[src/sv/cbar_pkg.sv]
// ----------------------------------------------------------------------------
// cbar_pkg
// Shared types and constants of the click burst auto repeat unit.
// ----------------------------------------------------------------------------
`default_nettype none

package cbar_pkg;

   // Field widths of the configuration registers and the input item.
   localparam int unsigned MS_W     = 16;
   localparam int unsigned BURST_W  = 4;
   localparam int unsigned JITTER_W = 6;

   // Configuration port shape.
   localparam int unsigned CSR_DATA_W  = 16;
   localparam int unsigned CSR_INDEX_W = 3;

   // The burst test never looks deeper than the largest burst count.
   localparam int unsigned BURST_MAX = (1 << BURST_W) - 1;

   // Register indexes.
   typedef enum logic [CSR_INDEX_W-1:0] {
      REG_LONG_PRESS   = 3'd0,
      REG_BURST_COUNT  = 3'd1,
      REG_BURST_WINDOW = 3'd2,
      REG_REPEAT_INTVL = 3'd3,
      REG_IDLE_TIMEOUT = 3'd4
   } csr_index_type;

   // Reset values of the registers.
   localparam logic [MS_W-1:0]    LONG_PRESS_RST   = 16'd150;
   localparam logic [BURST_W-1:0] BURST_COUNT_RST  = 4'd5;
   localparam logic [MS_W-1:0]    BURST_WINDOW_RST = 16'd1000;
   localparam logic [MS_W-1:0]    REPEAT_INTVL_RST = 16'd90;
   localparam logic [MS_W-1:0]    IDLE_TIMEOUT_RST = 16'd350;

   // Status from the press history to the tick logic.
   typedef struct packed {
      logic burst_ok;
      logic idle_expired;
   } hist_status_type;

endpackage

`default_nettype wire

[src/sv/cbar_press_hist.sv]
// ----------------------------------------------------------------------------
// cbar_press_hist
// History of recent press times as a shift line, newest first, with the burst
// and inactivity checks against the current tick time.
// ----------------------------------------------------------------------------
`default_nettype none

module cbar_press_hist
   import cbar_pkg::*;
#(
   parameter int unsigned RING_DEPTH = 8,
   parameter int unsigned TIME_BITS  = 32
) (
   input  wire logic                 clock,
   input  wire logic                 reset,
   input  wire logic [TIME_BITS-1:0] now_i,
   input  wire logic                 record_i,
   input  wire logic [BURST_W-1:0]   burst_count_i,
   input  wire logic [MS_W-1:0]      burst_window_i,
   input  wire logic [MS_W-1:0]      idle_timeout_i,
   output hist_status_type           status_o
);

   // Only the newest entries can take part in a burst test.
   localparam int unsigned KEEP  = (RING_DEPTH < BURST_MAX) ? RING_DEPTH : BURST_MAX;
   localparam int unsigned CNT_W = $clog2(RING_DEPTH + 1);
   localparam int unsigned CMP_W = (CNT_W > BURST_W) ? CNT_W : BURST_W;

   logic [TIME_BITS-1:0] hist_ff [KEEP];
   logic [CNT_W-1:0]     count_ff, count_in;
   logic [KEEP-1:0]      hit;
   logic                 all_hit;
   logic [TIME_BITS-1:0] newest_age;

   always_ff @(posedge clock) begin
      if (record_i) begin
         hist_ff[0] <= now_i;
         for (int i = 1; i < KEEP; i++) begin
            hist_ff[i] <= hist_ff[i-1];
         end
      end
   end

   always_comb begin
      count_in = count_ff;
      if (record_i && (count_ff != CNT_W'(RING_DEPTH))) begin
         count_in = count_ff + CNT_W'(1);
      end
   end

   always_ff @(posedge clock) begin
      if (reset) begin
         count_ff <= '0;
      end else begin
         count_ff <= count_in;
      end
   end

   // Each entry is checked against the window on its own; entries older than
   // the burst count are don't-cares.
   always_comb begin
      all_hit = 1'b1;
      for (int i = 0; i < KEEP; i++) begin
         hit[i] = ((now_i - hist_ff[i]) <= TIME_BITS'(burst_window_i));
         if ((i < int'(burst_count_i)) && !hit[i]) begin
            all_hit = 1'b0;
         end
      end
   end

   assign newest_age = now_i - hist_ff[0];

   always_comb begin
      status_o.burst_ok = (burst_count_i == '0) ||
                          ((CMP_W'(burst_count_i) <= CMP_W'(count_ff)) && all_hit);
      status_o.idle_expired = (count_ff == '0) ||
                              (newest_age > TIME_BITS'(idle_timeout_i));
   end

endmodule

`default_nettype wire

[src/sv/click_burst_auto_repeat_unit.sv]
// ----------------------------------------------------------------------------
// click_burst_auto_repeat_unit
// Millisecond-tick button processor: long press detection, burst detection
// into auto repeat mode, and jittered generated clicks while in that mode.
// ----------------------------------------------------------------------------
//
//   Channel   Ports                                    Direction
//   -------   --------------------------------------   ---------
//   req       req_valid, req_stall, req_button_level,   in
//             req_jitter_offset
//   rsp       rsp_valid, rsp_stall, rsp_click_pulse,    out
//             rsp_auto_mode, rsp_long_hold
//   csr       csr_write_enable, csr_index,              in
//             csr_write_data
//
// One tick word is accepted per cycle unless req is stalled. A word waits in the
// input register, where the tick logic checks it against the block state, and
// its result goes to the output register once that register is free. A stalled
// output register holds the input register, which then stalls req. Reset is
// synchronous and returns valid flags, configuration and state to defaults.
// ----------------------------------------------------------------------------
`default_nettype none

module click_burst_auto_repeat_unit
   import cbar_pkg::*;
#(
   parameter int unsigned RING_DEPTH = 8,
   parameter int unsigned TIME_BITS  = 32
) (
   input  wire logic                       clock,
   input  wire logic                       reset,

   input  wire logic                       req_valid,
   output      logic                       req_stall,
   input  wire logic                       req_button_level,
   input  wire logic signed [JITTER_W-1:0] req_jitter_offset,

   output      logic                       rsp_valid,
   input  wire logic                       rsp_stall,
   output      logic                       rsp_click_pulse,
   output      logic                       rsp_auto_mode,
   output      logic                       rsp_long_hold,

   input  wire logic                       csr_write_enable,
   input  wire logic [CSR_INDEX_W-1:0]     csr_index,
   input  wire logic [CSR_DATA_W-1:0]      csr_write_data
);

   // The repeat delay is an 18 bit signed sum; compares against elapsed time
   // are done at a width that holds both.
   localparam int unsigned DELAY_W = MS_W + 2;
   localparam int unsigned CMP_W   = (TIME_BITS > DELAY_W - 1) ? TIME_BITS : DELAY_W - 1;

   // Configuration registers.
   logic [MS_W-1:0]    long_press_ff;
   logic [BURST_W-1:0] burst_count_ff;
   logic [MS_W-1:0]    burst_window_ff;
   logic [MS_W-1:0]    repeat_intvl_ff;
   logic [MS_W-1:0]    idle_timeout_ff;

   always_ff @(posedge clock) begin
      if (reset) begin
         long_press_ff   <= LONG_PRESS_RST;
         burst_count_ff  <= BURST_COUNT_RST;
         burst_window_ff <= BURST_WINDOW_RST;
         repeat_intvl_ff <= REPEAT_INTVL_RST;
         idle_timeout_ff <= IDLE_TIMEOUT_RST;
      end else if (csr_write_enable) begin
         case (csr_index)
            REG_LONG_PRESS:   long_press_ff   <= csr_write_data;
            REG_BURST_COUNT:  burst_count_ff  <= csr_write_data[BURST_W-1:0];
            REG_BURST_WINDOW: burst_window_ff <= csr_write_data;
            REG_REPEAT_INTVL: repeat_intvl_ff <= csr_write_data;
            REG_IDLE_TIMEOUT: idle_timeout_ff <= csr_write_data;
            default: begin
            end
         endcase
      end
   end

   // Input register and handshake. The word in the input register is handled
   // in the cycle the output register can take its result.
   logic                       in_valid_ff, in_valid_in;
   logic                       in_level_ff;
   logic signed [JITTER_W-1:0] in_jitter_ff;
   logic                       out_free;
   logic                       fire;
   logic                       req_take;

   assign out_free  = !rsp_valid || !rsp_stall;
   assign fire      = in_valid_ff && out_free;
   assign req_stall = in_valid_ff && !out_free;
   assign req_take  = req_valid && !req_stall;

   always_comb begin
      in_valid_in = in_valid_ff;
      if (req_take) begin
         in_valid_in = 1'b1;
      end else if (fire) begin
         in_valid_in = 1'b0;
      end
   end

   always_ff @(posedge clock) begin
      if (reset) begin
         in_valid_ff <= 1'b0;
      end else begin
         in_valid_ff <= in_valid_in;
      end
   end

   always_ff @(posedge clock) begin
      if (req_take) begin
         in_level_ff  <= req_button_level;
         in_jitter_ff <= req_jitter_offset;
      end
   end

   // Block state.
   logic [TIME_BITS-1:0] tick_ff, tick_in;
   logic [TIME_BITS-1:0] press_start_ff, press_start_in;
   logic [TIME_BITS-1:0] last_gen_ff, last_gen_in;
   logic                 prev_level_ff, prev_level_in;
   logic                 long_ff, long_in;
   logic                 auto_ff, auto_in;
   logic                 click;
   logic                 record;
   hist_status_type      hist_status;

   cbar_press_hist #(
      .RING_DEPTH (RING_DEPTH),
      .TIME_BITS  (TIME_BITS)
   ) u_press_hist (
      .clock          (clock),
      .reset          (reset),
      .now_i          (tick_ff),
      .record_i       (record),
      .burst_count_i  (burst_count_ff),
      .burst_window_i (burst_window_ff),
      .idle_timeout_i (idle_timeout_ff),
      .status_o       (hist_status)
   );

   // Tick logic. A level change only handles the edge: a press restarts the
   // hold timer and is recorded, a release of a short press decides auto mode
   // from the burst test. A steady level checks for a long hold, which leaves auto
   // mode, generates a click when due while released in auto mode, and ends auto
   // mode after the inactivity timeout.
   logic signed [DELAY_W-1:0] delay;
   logic                      delay_pos;
   logic [TIME_BITS-1:0]      hold_time;
   logic [TIME_BITS-1:0]      since_click;
   logic                      auto_mid;

   assign delay       = $signed({2'b00, repeat_intvl_ff}) + DELAY_W'(in_jitter_ff);
   assign delay_pos   = !delay[DELAY_W-1] && (delay != '0);
   assign hold_time   = tick_ff - press_start_ff;
   assign since_click = tick_ff - last_gen_ff;

   always_comb begin
      tick_in        = tick_ff;
      press_start_in = press_start_ff;
      last_gen_in    = last_gen_ff;
      prev_level_in  = prev_level_ff;
      long_in        = long_ff;
      auto_in        = auto_ff;
      auto_mid       = auto_ff;
      click          = 1'b0;
      record         = 1'b0;
      if (fire) begin
         tick_in = tick_ff + TIME_BITS'(1);
         if (in_level_ff == prev_level_ff) begin
            if (in_level_ff && !long_ff && (hold_time >= TIME_BITS'(long_press_ff))) begin
               long_in  = 1'b1;
               auto_mid = 1'b0;
            end
            auto_in = auto_mid;
            if (auto_mid && !in_level_ff) begin
               if (!delay_pos ||
                   (CMP_W'(since_click) >= CMP_W'(delay[DELAY_W-2:0]))) begin
                  click       = 1'b1;
                  last_gen_in = tick_ff;
               end
            end
            if (auto_mid && hist_status.idle_expired) begin
               auto_in = 1'b0;
            end
         end else begin
            if (in_level_ff) begin
               press_start_in = tick_ff;
               long_in        = 1'b0;
               record         = 1'b1;
            end else if (!long_ff) begin
               auto_in = hist_status.burst_ok;
            end
            prev_level_in = in_level_ff;
         end
      end
   end

   always_ff @(posedge clock) begin
      if (reset) begin
         tick_ff        <= '0;
         press_start_ff <= '0;
         last_gen_ff    <= '0;
         prev_level_ff  <= 1'b0;
         long_ff        <= 1'b0;
         auto_ff        <= 1'b0;
      end else begin
         tick_ff        <= tick_in;
         press_start_ff <= press_start_in;
         last_gen_ff    <= last_gen_in;
         prev_level_ff  <= prev_level_in;
         long_ff        <= long_in;
         auto_ff        <= auto_in;
      end
   end

   // Output register.
   logic rsp_valid_ff, rsp_valid_in;
   logic rsp_click_ff;
   logic rsp_auto_ff;
   logic rsp_long_ff;

   always_comb begin
      rsp_valid_in = rsp_valid_ff;
      if (fire) begin
         rsp_valid_in = 1'b1;
      end else if (!rsp_stall) begin
         rsp_valid_in = 1'b0;
      end
   end

   always_ff @(posedge clock) begin
      if (reset) begin
         rsp_valid_ff <= 1'b0;
      end else begin
         rsp_valid_ff <= rsp_valid_in;
      end
   end

   always_ff @(posedge clock) begin
      if (fire) begin
         rsp_click_ff <= click;
         rsp_auto_ff  <= auto_in;
         rsp_long_ff  <= long_in;
      end
   end

   assign rsp_valid       = rsp_valid_ff;
   assign rsp_click_pulse = rsp_click_ff;
   assign rsp_auto_mode   = rsp_auto_ff;
   assign rsp_long_hold   = rsp_long_ff;

endmodule

`default_nettype wire
[config.mk]
export PLATFORM = sky130hd
export DESIGN_NAME = click_burst_auto_repeat_unit
export DESIGN_NICKNAME = d
export VERILOG_FILES = /design/src/sv/cbar_pkg.sv /design/src/sv/cbar_press_hist.sv /design/src/sv/click_burst_auto_repeat_unit.sv
export SDC_FILE = /design/constraint.sdc
export NUM_CORES = 1
export LEC_CHECK = 0
export BUFFER_PORTS_ARGS = -buffer_cell sky130_fd_sc_hd__buf_2
export CORE_MARGIN = 10
export CORE_UTILIZATION = 60
export DETAILED_ROUTE_END_ITERATION = 10
export GPL_TIMING_DRIVEN = 0
export HOLD_SLACK_MARGIN = 0.15
export PLACE_DENSITY = 0.77
export SETUP_SLACK_MARGIN = 0.4
export SLEW_MARGIN = 30
export SYNTH_ARGS = -nofsm -noshare
export SYNTH_HDL_FRONTEND = slang
export SYNTH_SLANG_ARGS = --single-unit
[constraint.sdc]
create_clock -name clock -period 12.93 [get_ports clock]
set_input_delay 2.586 -clock clock [delete_from_list [all_inputs] [get_ports clock]]
set_output_delay 2.586 -clock clock [all_outputs]
set_load 0.005 [all_outputs]
==> metrics.md <==
| Metric | Value |
|---|---|
| Status | complete, no violations |
| Net total in the final layout | 5,257 |
| Clk pin slew, worst setup/hold paths | roughly 60 ps |
| Fraction of final layout cells sized beyond drive strength 1 | 4.004% |
| Nature of the critical path startpoint | flip-flop |
| Final setup margin | between 5000 and 6000 ps |
| Count of distinct cell types in the synthesized netlist | 104 |
| Slowest-stage cell, CP | o21ai_0 |
| Top fanout value on the critical path | 10 |
| Seq/Total Area, Yosys | 29.69% |
| Die Height | 273.6 um |
| Horizontal die dimension | 273.6 um |
| Final Cycle Share | between 50 and 60% |
| Final min period | 7132 ps |
| Synthesized netlist net count | 5,164 |
| Instance count along the most critical hold path | 0 |
| Req. time, crit path | around 13,000 ps |
| Vias in the first global route | 33,600 |
| R2R cell count | 24 |
| Synth warnings | 0 |
| Post-Synthesis Cell Area | 38,570 um2 |
| Max clock buf depth | 3 |
| Final standard cell utilization of the core | 65.80% |
| Routability-driven placement congestion ratio | 0.9716 |
| Die outline area | 74,830 um2 |
| Flip-flop and latch count after synthesis | 439 |
| Slew at the pin closest to its max-slew limit | 1040 ps |
| Leakage power figure | between 15 and 20 nW |
| Fraction of post-synthesis cell area in the top cell type by area | 20.71% |
| Final wirelength | 111,200 um |
| Inserted Clock Buffers | 51 |
| First-pass GRT wire length | 173,200 um |
| Most common flop cell mapped by yosys | edfxtp_1 |
| Overall Global Routing Usage | 28.83% |
| Unrepaired setup endpoints after global routing | no |
| Buffer and inverter count on the worst path | 2 |
| Hold WS | ~440 ps |
| Worst hold path startpoint | u_press_hist.hist_ff[0][15] |
| Diodes inserted | 0 |
| Critical path's top delay family | compound AO/OA/AOI/OAI gates |
| Largest cells by area after synthesis | edfxtp_1 21%, ha_1 17%, dfxtp_1 9.0% |
| Average via count per standard cell | 6.191 |
| Number of max-slew violations in the final report | 0 |
| Endpoint kind of the worst setup timing path | flip-flop |
| I/O pin cnt | 36 |
| Total of buffers placed on input and output ports | 34 |
| Max-slew headroom at the worst pin | 30.55% |
| Total power draw | 0.003359 W |
| Antenna violations before repair | 0 |
| Worst path cell trace | inv_1 > ha_1 > inv_1 > fa_1 > a21oi_1 > o21ai_1 > a21oi_2 > nand2_1 > and2_1 > o21ai_0 > nand2b_1 > xor2_1 > ha_1 > a21o_1 > a21oi_1 > o21ai_0 > o21ai_0 > o2111ai_1 > or4_1 > or4_1 > o31a_1 > a2111oi_4 > o2111ai_2 > nand2_1 |
| Crit path arrival time | 7610 ps |
| Gate Count Post-Synth | about 4,600 |
| Dominant cell type by count on the critical path | o21ai_0 |
| Final antenna-violating net count | 0 |
| Clock root cell | clkbuf_16 |
| Buffers inserted during post-CTS setup optimization | 0 |
| EDFF count, synth | around 270 |
| Clock sink count | 439 |
| Maximum number of pins on one net before global-route repair | between 40 and 50 |
| Max_cap viols | 0 |
| Per-instance average area after synthesis | 8.367 um2 |
| Commonest cells post-synth | 517 x nand2_1, 512 x ha_1, 463 x a21oi_1 |
| Detailed Routing Iterations Pass 1 | 6 |
| Total number of vias | 34,620 |
| Proportion of synthesized flip-flops having asynchronous set or reset | 0% |
| Final sum of negative setup slack | 0 ps |
| Core region area | between 60,000 and 70,000 um2 |
| Clock tree from TritonCTS | done |
| Remaining global-route overflow | 0 |
| Resized cells post-CTS | 0 |
| Number of hold-slack violations in the final timing report | 0 |
| DRC violation total after the first TritonRoute iteration | 2,426 |
| Worst-skew pair later-pin latency | 640 ps |
| Timing-limited maximum frequency | 0.1402 GHz |
| Starting density of the core | 60.92% |
| Clock tree skew after final layout | 35.98 ps |
| Setup Crit Path Kind | reg -> reg |
| Post-DP HPWL | between 80,000 and 90,000 um |
| Placement-stage worst setup slack | 5743 ps |
| Largest voltage drop on the vdd net | 85.22 uV |
| Critical Path Max Stage Delay | 770 ps |
| Reg-to-reg critical path startpoint | tick_ff[0] |
| Total stage count of the critical path | 24 |
| CTS hold repair buffers | 0 |
| Depth of the CTS H-tree | 2 |
| Worst-case register-to-register setup slack | a little under 6000 ps |
| Relative area change from synthesis to final layout | 7.999% |
| Endpoint of the worst hold-timing path | u_press_hist.hist_ff[0][47] |
| Residual DRC count | 0 |
| Power per Cell Area | 80.65 nW/um2 |
| Standard-cell rows | about 90 |
| Area leader, netlist | edfxtp_1 |
| Final Setup Violations | 0 |
| Worst Hold Class | reg -> reg |
| Routed len/inst | 19.88 um |
| Cell with the most instances after synthesis | nand2_1 |
| Worst reg2reg endpoint | rsp_auto_mode |
per-stage QoR:
| step | std cells | cell area (um2) |
|---|---|---|
| floorplan | 4610 | 38570 |
| global placement | 5490 | 39800 |
| detailed placement | 5496 | 39940 |
| CTS | 5591 | 41640 |
| global route | 5591 | 41660 |
| finish | 5591 | 41660 |
cell families after synthesis:
kind of cell,synth area share [%]
mux,1.787
buf+inv,5.832
flops,29.69
xor+xnor,5.631
simple gates,17.24
compound gates,22.64
fa+ha+maj,17.18
state kept, by name, summed over array words and instances, names as in the netlist, 4 cells and up:
name,cells
u_press_hist.hist_ff,256
last_gen_ff,32
press_start_ff,32
tick_ff,32
burst_window_ff,16
idle_timeout_ff,16
long_press_ff,16
repeat_intvl_ff,16
in_jitter_ff,6
burst_count_ff,4
u_press_hist.count_ff,4
per-layer routing:
metal	wire length, um	vias up	GRT usage [%]
met2	56130	974	53.12
met5	0	-	0
met4	6544	0	15.98
met1	43600	16270	32.05
met3	4903	331	2.803
li1	-	17040	-
power breakdown:
group	switching (W)	internal (W)	total (W)
combinational	0.000220	0.000131	0.000351
sequential	0.0000208	0.00151	0.00153
clock	0.000638	0.000836	0.00147
total	0.000879	0.00248	0.00336
worst max-delay path by stage:
stage / start / to / slack, ps
after floorplan: rsp_stall / u_press_hist.hist_ff[0][0] / 1620
after global placement: rsp_stall / u_press_hist.hist_ff[1][98] / -3130
after detailed placement: tick_ff[0] / last_gen_ff[19] / 5740
after CTS: tick_ff[0] / last_gen_ff[29] / 5690
after global routing: tick_ff[0] / last_gen_ff[29] / 5330
final: tick_ff[0] / rsp_auto_mode / 5800
layout make-up:
type,instances,area [um2]
multi-input cells,3584,24870
fillers,5509,21650
flip-flops and latches,439,11470
inverters,446,1674
clock buffers,63,1361
well taps,846,1059
plain buffers,141,579.3
clock inverters,32,337.8
repair buffers,40,305.3
layout by cell type (no fill, tap or decap), types with 61 or more instances in the layout:
cell type	Yosys	layout
a21oi_1	463	463
a21o_1	146	146
mux2i_1	61	61
nor3_1	67	67
xnor2_1	136	136
clkbuf_1	130	137
nand3_1	113	113
nand2_1	517	517
o211ai_1	69	69
edfxtp_1	266	266
xor2_1	112	112
nand4_1	100	100
ha_1	512	512
o21a_1	67	67
nor2_1	295	295
dfxtp_1	173	159
o21ai_0	160	160
inv_1	444	444
Note: power is estimated with default switching activity, not from simulation.
